## config.mk

```make
export PLATFORM = sky130hd
export DESIGN_NAME = memory_map_run_merger_core
export DESIGN_NICKNAME = d
export VERILOG_FILES = /design/src/hw/rtl/mmrm_pkg.sv /design/src/hw/rtl/mmrm_front.sv /design/src/hw/rtl/mmrm_queue.sv /design/src/hw/rtl/mmrm_back.sv /design/src/hw/rtl/memory_map_run_merger_core.sv
export SDC_FILE = /design/constraint.sdc
export NUM_CORES = 2
export LEC_CHECK = 0
export BUFFER_PORTS_ARGS = -buffer_cell sky130_fd_sc_hd__buf_2
export CORE_MARGIN = 3
export CORE_UTILIZATION = 50
export DETAILED_ROUTE_END_ITERATION = 10
export HOLD_SLACK_MARGIN = 0.03
export PLACE_DENSITY = 0.68
export SYNTH_ARGS = -nofsm -noshare
export SYNTH_HDL_FRONTEND = slang
export SYNTH_SLANG_ARGS = --single-unit
```

## constraint.sdc

```tcl
create_clock -name clock -period 80.9 [get_ports clock]
set_clock_uncertainty 0.05 [all_clocks]
set_input_delay 12.135 -clock clock [delete_from_list [all_inputs] [get_ports clock]]
set_output_delay 12.135 -clock clock [all_outputs]
set_load 0.01 [all_outputs]
```

## src/hw/rtl/mmrm_pkg.sv

```systemverilog
// Shared types, constants and helpers for the memory map run merger.
package mmrm_pkg;

   localparam int unsigned PAGE_SHIFT = 12;
   localparam int unsigned ADDR_W = 64;
   localparam int unsigned TYPE_W = 32;
   localparam int unsigned QUEUE_DEPTH = 2;
   localparam int unsigned QUEUE_AW = (QUEUE_DEPTH > 1) ? $clog2(QUEUE_DEPTH) : 1;
   localparam int unsigned QUEUE_CW = $clog2(QUEUE_DEPTH + 1);

   localparam logic [TYPE_W-1:0] TYPE_LOADER_CODE = 32'd1;
   localparam logic [TYPE_W-1:0] TYPE_LOADER_DATA = 32'd2;
   localparam logic [TYPE_W-1:0] TYPE_BOOT_CODE = 32'd3;
   localparam logic [TYPE_W-1:0] TYPE_BOOT_DATA = 32'd4;
   localparam logic [TYPE_W-1:0] TYPE_CONVENTIONAL = 32'd7;

   typedef struct packed {
      logic [TYPE_W-1:0] in_type;
      logic [ADDR_W-1:0] in_phys_start;
      logic [ADDR_W-1:0] in_virt_start;
      logic [ADDR_W-1:0] in_pages;
      logic [ADDR_W-1:0] in_attr;
      logic in_last;
   } req_type;

   typedef struct packed {
      logic [TYPE_W-1:0] out_type;
      logic [ADDR_W-1:0] out_phys_start;
      logic [ADDR_W-1:0] out_virt_start;
      logic [ADDR_W-1:0] out_pages;
      logic [ADDR_W-1:0] out_attr;
      logic out_last;
   } rsp_type;

   // One queue entry holds every beat that a single input descriptor releases.
   typedef struct packed {
      logic emit_old;
      rsp_type old_desc;
      logic flush;
      rsp_type last_desc;
   } pair_type;

   typedef struct packed {
      logic full;
      logic avail;
   } qstat_type;

   function automatic logic usable_kind(input logic [TYPE_W-1:0] t);
      logic ok;
      case (t) inside
         TYPE_LOADER_CODE, TYPE_LOADER_DATA, TYPE_BOOT_CODE, TYPE_BOOT_DATA,
         TYPE_CONVENTIONAL: ok = 1'b1;
         default: ok = 1'b0;
      endcase
      return ok;
   endfunction

endpackage

```

## src/hw/rtl/mmrm_front.sv

```systemverilog
// Front end: holds the pending descriptor, tests each new one for a merge.
module mmrm_front (
   input  logic clock,
   input  logic reset,
   input  logic accept,
   input  mmrm_pkg::req_type req_desc,
   output logic q_push,
   output mmrm_pkg::pair_type q_entry
);

   logic pend_valid_ff, pend_valid_in;
   mmrm_pkg::rsp_type pend_ff, pend_in;

   logic [mmrm_pkg::ADDR_W-1:0] bytes;
   logic [mmrm_pkg::ADDR_W:0] page_sum;
   logic [mmrm_pkg::ADDR_W:0] phys_end;
   logic [mmrm_pkg::ADDR_W:0] virt_end;
   logic size_ok, sum_ok, phys_ok, virt_ok, virt_check, join_ok;

   always_comb begin
      bytes = {pend_ff.out_pages[mmrm_pkg::ADDR_W-mmrm_pkg::PAGE_SHIFT-1:0],
               {mmrm_pkg::PAGE_SHIFT{1'b0}}};
      page_sum = {1'b0, pend_ff.out_pages} + {1'b0, req_desc.in_pages};
      phys_end = {1'b0, pend_ff.out_phys_start} + {1'b0, bytes};
      virt_end = {1'b0, pend_ff.out_virt_start} + {1'b0, bytes};
      size_ok = (pend_ff.out_pages[mmrm_pkg::ADDR_W-1:mmrm_pkg::ADDR_W-mmrm_pkg::PAGE_SHIFT]
                 == '0);
      sum_ok = !page_sum[mmrm_pkg::ADDR_W];
      phys_ok = !phys_end[mmrm_pkg::ADDR_W]
                && (phys_end[mmrm_pkg::ADDR_W-1:0] == req_desc.in_phys_start);
      virt_check = (pend_ff.out_virt_start != '0) || (req_desc.in_virt_start != '0);
      virt_ok = !virt_check || (!virt_end[mmrm_pkg::ADDR_W]
                && (virt_end[mmrm_pkg::ADDR_W-1:0] == req_desc.in_virt_start));
      join_ok = pend_valid_ff
                && mmrm_pkg::usable_kind(pend_ff.out_type)
                && mmrm_pkg::usable_kind(req_desc.in_type)
                && (pend_ff.out_attr == req_desc.in_attr)
                && size_ok && sum_ok && phys_ok && virt_ok;

      pend_valid_in = pend_valid_ff;
      pend_in = pend_ff;
      if (join_ok) begin
         pend_in.out_type = mmrm_pkg::TYPE_CONVENTIONAL;
         pend_in.out_pages = page_sum[mmrm_pkg::ADDR_W-1:0];
      end else begin
         pend_in.out_type = req_desc.in_type;
         pend_in.out_phys_start = req_desc.in_phys_start;
         pend_in.out_virt_start = req_desc.in_virt_start;
         pend_in.out_pages = req_desc.in_pages;
         pend_in.out_attr = req_desc.in_attr;
      end
      pend_in.out_last = 1'b0;
      if (accept) begin
         pend_valid_in = !req_desc.in_last;
      end

      q_entry.emit_old = pend_valid_ff && !join_ok;
      q_entry.old_desc = pend_ff;
      q_entry.old_desc.out_last = 1'b0;
      q_entry.flush = req_desc.in_last;
      q_entry.last_desc = pend_in;
      q_entry.last_desc.out_last = 1'b1;
      q_push = accept && (q_entry.emit_old || req_desc.in_last);
   end

   always_ff @(posedge clock) begin
      if (reset) begin
         pend_valid_ff <= 1'b0;
      end else begin
         pend_valid_ff <= pend_valid_in;
      end
      if (accept) begin
         pend_ff <= pend_in;
      end
   end

endmodule

```

## src/hw/rtl/mmrm_queue.sv

```systemverilog
// Short queue of result pairs between the merge front end and the output stage.
module mmrm_queue (
   input  logic clock,
   input  logic reset,
   input  logic push,
   input  mmrm_pkg::pair_type wr_entry,
   input  logic pop,
   output mmrm_pkg::pair_type rd_entry,
   output mmrm_pkg::qstat_type stat
);

   mmrm_pkg::pair_type mem_ff [mmrm_pkg::QUEUE_DEPTH];
   logic [mmrm_pkg::QUEUE_AW-1:0] wr_ptr_ff, wr_ptr_in, rd_ptr_ff, rd_ptr_in;
   logic [mmrm_pkg::QUEUE_CW-1:0] count_ff, count_in;
   logic do_push, do_pop;

   localparam logic [mmrm_pkg::QUEUE_AW-1:0] LAST_SLOT =
      mmrm_pkg::QUEUE_AW'(mmrm_pkg::QUEUE_DEPTH - 1);
   localparam logic [mmrm_pkg::QUEUE_CW-1:0] FULL_COUNT =
      mmrm_pkg::QUEUE_CW'(mmrm_pkg::QUEUE_DEPTH);

   always_comb begin
      stat.full = (count_ff == FULL_COUNT);
      stat.avail = (count_ff != '0);
      do_push = push && !stat.full;
      do_pop = pop && stat.avail;
      rd_entry = mem_ff[rd_ptr_ff];
      wr_ptr_in = wr_ptr_ff;
      rd_ptr_in = rd_ptr_ff;
      count_in = count_ff;
      if (do_push) begin
         wr_ptr_in = (wr_ptr_ff == LAST_SLOT) ? '0 : wr_ptr_ff + 1'b1;
      end
      if (do_pop) begin
         rd_ptr_in = (rd_ptr_ff == LAST_SLOT) ? '0 : rd_ptr_ff + 1'b1;
      end
      if (do_push && !do_pop) begin
         count_in = count_ff + 1'b1;
      end else if (do_pop && !do_push) begin
         count_in = count_ff - 1'b1;
      end
   end

   always_ff @(posedge clock) begin
      if (reset) begin
         wr_ptr_ff <= '0;
         rd_ptr_ff <= '0;
         count_ff <= '0;
      end else begin
         wr_ptr_ff <= wr_ptr_in;
         rd_ptr_ff <= rd_ptr_in;
         count_ff <= count_in;
      end
      if (do_push) begin
         mem_ff[wr_ptr_ff] <= wr_entry;
      end
   end

endmodule

```

## src/hw/rtl/mmrm_back.sv

```systemverilog
// Output stage: takes result pairs from the queue and presents them one beat at a time.
module mmrm_back (
   input  logic clock,
   input  logic reset,
   input  mmrm_pkg::qstat_type q_stat,
   input  mmrm_pkg::pair_type q_entry,
   output logic q_pop,
   input  logic pop,
   output logic empty,
   output mmrm_pkg::rsp_type rsp_desc
);

   mmrm_pkg::pair_type cur_ff, cur_in;
   logic cur_valid_ff, cur_valid_in;
   logic sel_ff, sel_in;
   logic finishing, take;

   always_comb begin
      empty = !cur_valid_ff;
      rsp_desc = sel_ff ? cur_ff.last_desc : cur_ff.old_desc;
      finishing = sel_ff || !cur_ff.flush;
      take = !cur_valid_ff || (pop && finishing);
      q_pop = take && q_stat.avail;

      cur_in = cur_ff;
      cur_valid_in = cur_valid_ff;
      sel_in = sel_ff;
      if (take) begin
         cur_in = q_entry;
         cur_valid_in = q_stat.avail;
         sel_in = !q_entry.emit_old;
      end else if (pop) begin
         sel_in = 1'b1;
      end
   end

   always_ff @(posedge clock) begin
      if (reset) begin
         cur_valid_ff <= 1'b0;
         sel_ff <= 1'b0;
      end else begin
         cur_valid_ff <= cur_valid_in;
         sel_ff <= sel_in;
      end
      if (take) begin
         cur_ff <= cur_in;
      end
   end

endmodule

```

## src/hw/rtl/memory_map_run_merger_core.sv

```systemverilog
// Top level of the memory map run merger: front end, pair queue and output stage.
//
//  channel   ports                         beat moves when
//  request   push, full, req_desc          push && !full
//  response  empty, pop, rsp_desc          pop && !empty
//
// A descriptor is taken in every cycle while the pair queue has room; the merge
// test and pending update finish in that same cycle.
// Its results are registered in the pair queue and then in the output stage before they reach the response ports.
// A descriptor that releases two results holds the output stage for two beats.
// Reset is synchronous and leaves no pending descriptor and an empty queue.
// A stalled response side fills the two-entry queue and then raises full.
module memory_map_run_merger_core (
   input  logic clock,
   input  logic reset,
   input  logic push,
   output logic full,
   input  mmrm_pkg::req_type req_desc,
   output logic empty,
   input  logic pop,
   output mmrm_pkg::rsp_type rsp_desc
);

   logic accept;
   logic q_push, q_pop;
   mmrm_pkg::pair_type q_wr_entry, q_rd_entry;
   mmrm_pkg::qstat_type q_stat;

   assign full = q_stat.full;
   assign accept = push && !q_stat.full;

   mmrm_front u_front (
      .clock(clock),
      .reset(reset),
      .accept(accept),
      .req_desc(req_desc),
      .q_push(q_push),
      .q_entry(q_wr_entry)
   );

   mmrm_queue u_queue (
      .clock(clock),
      .reset(reset),
      .push(q_push),
      .wr_entry(q_wr_entry),
      .pop(q_pop),
      .rd_entry(q_rd_entry),
      .stat(q_stat)
   );

   mmrm_back u_back (
      .clock(clock),
      .reset(reset),
      .q_stat(q_stat),
      .q_entry(q_rd_entry),
      .q_pop(q_pop),
      .pop(pop),
      .empty(empty),
      .rsp_desc(rsp_desc)
   );

   a_last_queued: assert property (@(posedge clock) disable iff (reset)
      (accept && req_desc.in_last) |-> q_push)
      else $error("final descriptor did not queue a flush");

   a_queue_sane: assert property (@(posedge clock) disable iff (reset)
      !(q_stat.full && !q_stat.avail))
      else $error("queue full while holding nothing");

   a_pop_needs_data: assert property (@(posedge clock) disable iff (reset)
      q_pop |-> q_stat.avail)
      else $error("output stage took from an empty queue");

   a_reset_empty: assert property (@(posedge clock)
      reset |=> empty)
      else $error("response side not empty after reset");

endmodule
```

==> results.toml <==
[status]
status = "finished, final reports clean"

[route]
dr.pass1.iters = 5
drtIter0Drc = 4075
wl_per_cell_um = 29.6
wl_mm = 253
ant_nets = 0
via_per_inst = 5.89
vias = 50400
drcViolationCount = 0

[synth]
synth-edff-count = 2021
ys_types = 78
synth_ff_type = "edfxtp_1"
synth.cell_area_um2 = 87900
yosysWarnings = 0
avgSynthCellArea_um2 = 16.0
synthCells = 5497
synth_seq_area_share_pct = 69.2
async_flop_share_pct = 0
synth-seq-cells = 2029
syn-num-nets = 5962

[sta]
finalMaxSlewViolations = 0
rsz0062_at_grt = "no"
max_freq_mhz = 49.3
hold_violations = 0
worstMarginPinSlew_ps = 1170
min_period_ps = 20270
timing.hold.ws_ps = 412
tns_ps = 0
fin_crit_sh_pct = 25.1
setup-violations-final = 0
slew-limit-headroom_pct = 19.8

[worst_setup_path]
endpoint_kind = "flop"
reg2regPathDepth = 20
crit_type = "in -> reg"
path_max_fanout = 62
cp.required_ps = 81290
start_kind = "input pin"
cp.arrival_ps = 20660

[pwr]
p_leak_nw = 34.4
power_density_nw_per_um2 = 32.6
irDropWorstVdd_mv = 0.0279

[clock_network]
clkTransAtPathRegs_ps = 60
cts.htree.levels = 4
cts_tree = "done"
cts_buffers = 199
clock_sinks = 2029
clock_path_buffers = 3
ctsResizeCount = 0
post_cts.repair.setup_buffers = 0
cts-root-buf = "clkbuf_16"
cts.hold.buffers_added = 0
clk_latency_ps = 860

[global_route]
grt_usage_pct = 27.4
grt_overflow_total = 0
antenna_found_initial = 41
grt_pass1_wl_mm = 357
grt_pass1_vias = 50100
grt_max_degree = 180

[die]
chipWidth_um = 425
ioPinCount = 584
core_region_area_um2 = 174000
initial_core_util_pct = 50.4
dieHeight_um = 425
rows = 153
die_area_um2 = 181000

[place]
port_buffers = 583
place_congestion = 0.958
place.detailed.hpwl_mm = 181
placement.cell_area_um2 = 93100

[cells_and_area]
layout.nets = 6508
area.growth.synth_to_final_pct = 13.1
drive_gt1_share_pct = 31.5
final_core_util_pct = 57.0
fin_area_um2 = 99400
mostFrequentLayoutCells = "2021 x edfxtp_1, 1018 x mux2_2, 583 x buf_2, 218 x a21oi_1, 209 x nand2_1"
layout_commonest_cell = "edfxtp_1"

[hold_path]
hold_path_class = "reg -> reg"
whs_path_depth = 0

[job]
drv_cap = 0
layout make-up:
| type | count | area [µm²] |
|---|---|---|
| Antenna cell | 16 | 40.0 |
| Clock buffer | 239 | 5130 |
| Clock inverter | 121 | 1110 |
| Fill cell | 13600 | 75000 |
| Inverter | 80 | 308 |
| Multi-Input combinational cell | 3094 | 25600 |
| Sequential cell | 2029 | 60900 |
| Tap cell | 2325 | 2910 |
| Timing Repair Buffer | 639 | 3410 |
sequential cells by signal (all words and copies together) (netlist names), named ones only:
| register | flops |
|---|---|
| u_back.cur_ff | 577 |
| u_back.cur_valid_ff | 1 |
| u_back.sel_ff | 1 |
| u_front.pend_valid_ff | 1 |
| u_front.q_entry | 288 |
| u_queue.count_ff | 2 |
| u_queue.mem_ff | 1156 |
| u_queue.rd_ptr_ff | 1 |
| u_queue.wr_ptr_ff | 1 |
per-stage QoR:
stage | total power [W] | setup slack, ps | instances
4_1_cts | 0.00327 | 60610 | 8527
6_report | 0.00324 | 60630 | 8543
5_1_grt | 0.00337 | 60110 | 8532
3_3_place_gp | 0.00237 | 60020 | 8167
3_5_place_dp | 0.00238 | 59740 | 8167
2_1_floorplan | 0.00218 | 21110 | 5497
routing by layer:
layer / wire (µm) / share of wire [%] / up-vias / track usage (%)
li1: - / - / 22600 / -
met1: 99200 / 39 / 25800 / 33.8
met2: 131000 / 52 / 1551 / 48.3
met3: 11800 / 4.7 / 393 / 3.87
met4: 11400 / 4.5 / 14 / 11.4
met5: 97 / 0.038 / - / 0
synthesized netlist by cell type (all sizes together) (20+ instances only):
master	number	area (µm²)
a21oi	219	1100
xnor2	143	1250
a2111oi	21	203
a31oi	29	181
and3	20	125
nand3	50	250
nand4	100	626
o211ai	30	225
clkbuf	261	980
nor3	62	310
inv	80	300
or3	22	138
nand2	210	788
xor2	102	893
nor4	87	544
mux2i	21	210
buf	33	176
a211oi	37	278
nand2b	26	163
a21o	62	465
nor2b	27	169
nor2	167	627
o21a	46	345
o21ai	136	681
ha	169	2110
mux2	1034	11600
edfxtp	2021	60700
critical path, stage by stage:
cell and delay [ps]:
buf_2 120, ha_1 430, nand3_1 220, nor3_1 320, nand4_1 170, a211oi_1 250, buf_4 210, o2111ai_1 410
a211oi_1 670, a31oi_1 240, o31ai_1 700, a21oi_1 290, o311ai_0 540, o21ai_0 400, a21oi_4 300, buf_4 670
buf_4 830, buf_4 730, buf_4 820
logic make-up (layout without fill, tap and decap cells):
group	after synthesis	in the layout	synth area share (%)
buffers and inverters	374	1079	1.66
and+or+nand+nor	853	853	4.97
DFF	2029	2029	69.2
xor gates and xnor gates	245	245	2.44
muxes	1055	1055	13.5
adders and majority gates	172	172	2.47
other	0	16	0
AOI/OAI and AO/OA	769	769	5.76
final timing paths:
| kind | to | startpoint | slack, ps |
|---|---|---|---|
| setup / recovery | u_queue.mem_ff[1][369]$_DFFE_PP_ | req_desc[87] | 60630 |
| hold / removal | u_queue.mem_ff[1][331]$_DFFE_PP_ | u_front.q_entry[333]$_DFFE_PP_ | 410 |
| setup reg to reg | u_queue.mem_ff[1][369]$_DFFE_PP_ | u_front.q_entry[355]$_DFFE_PP_ | 70980 |
| hold reg to reg | u_queue.mem_ff[1][331]$_DFFE_PP_ | u_front.q_entry[333]$_DFFE_PP_ | 410 |
report_power, final:
part	internal (W)	switching, W
registers	0.00142	0.0000806
logic	0.000330	0.000520
clock network	0.000490	0.000394
Note: power is estimated with default switching activity, not from simulation.
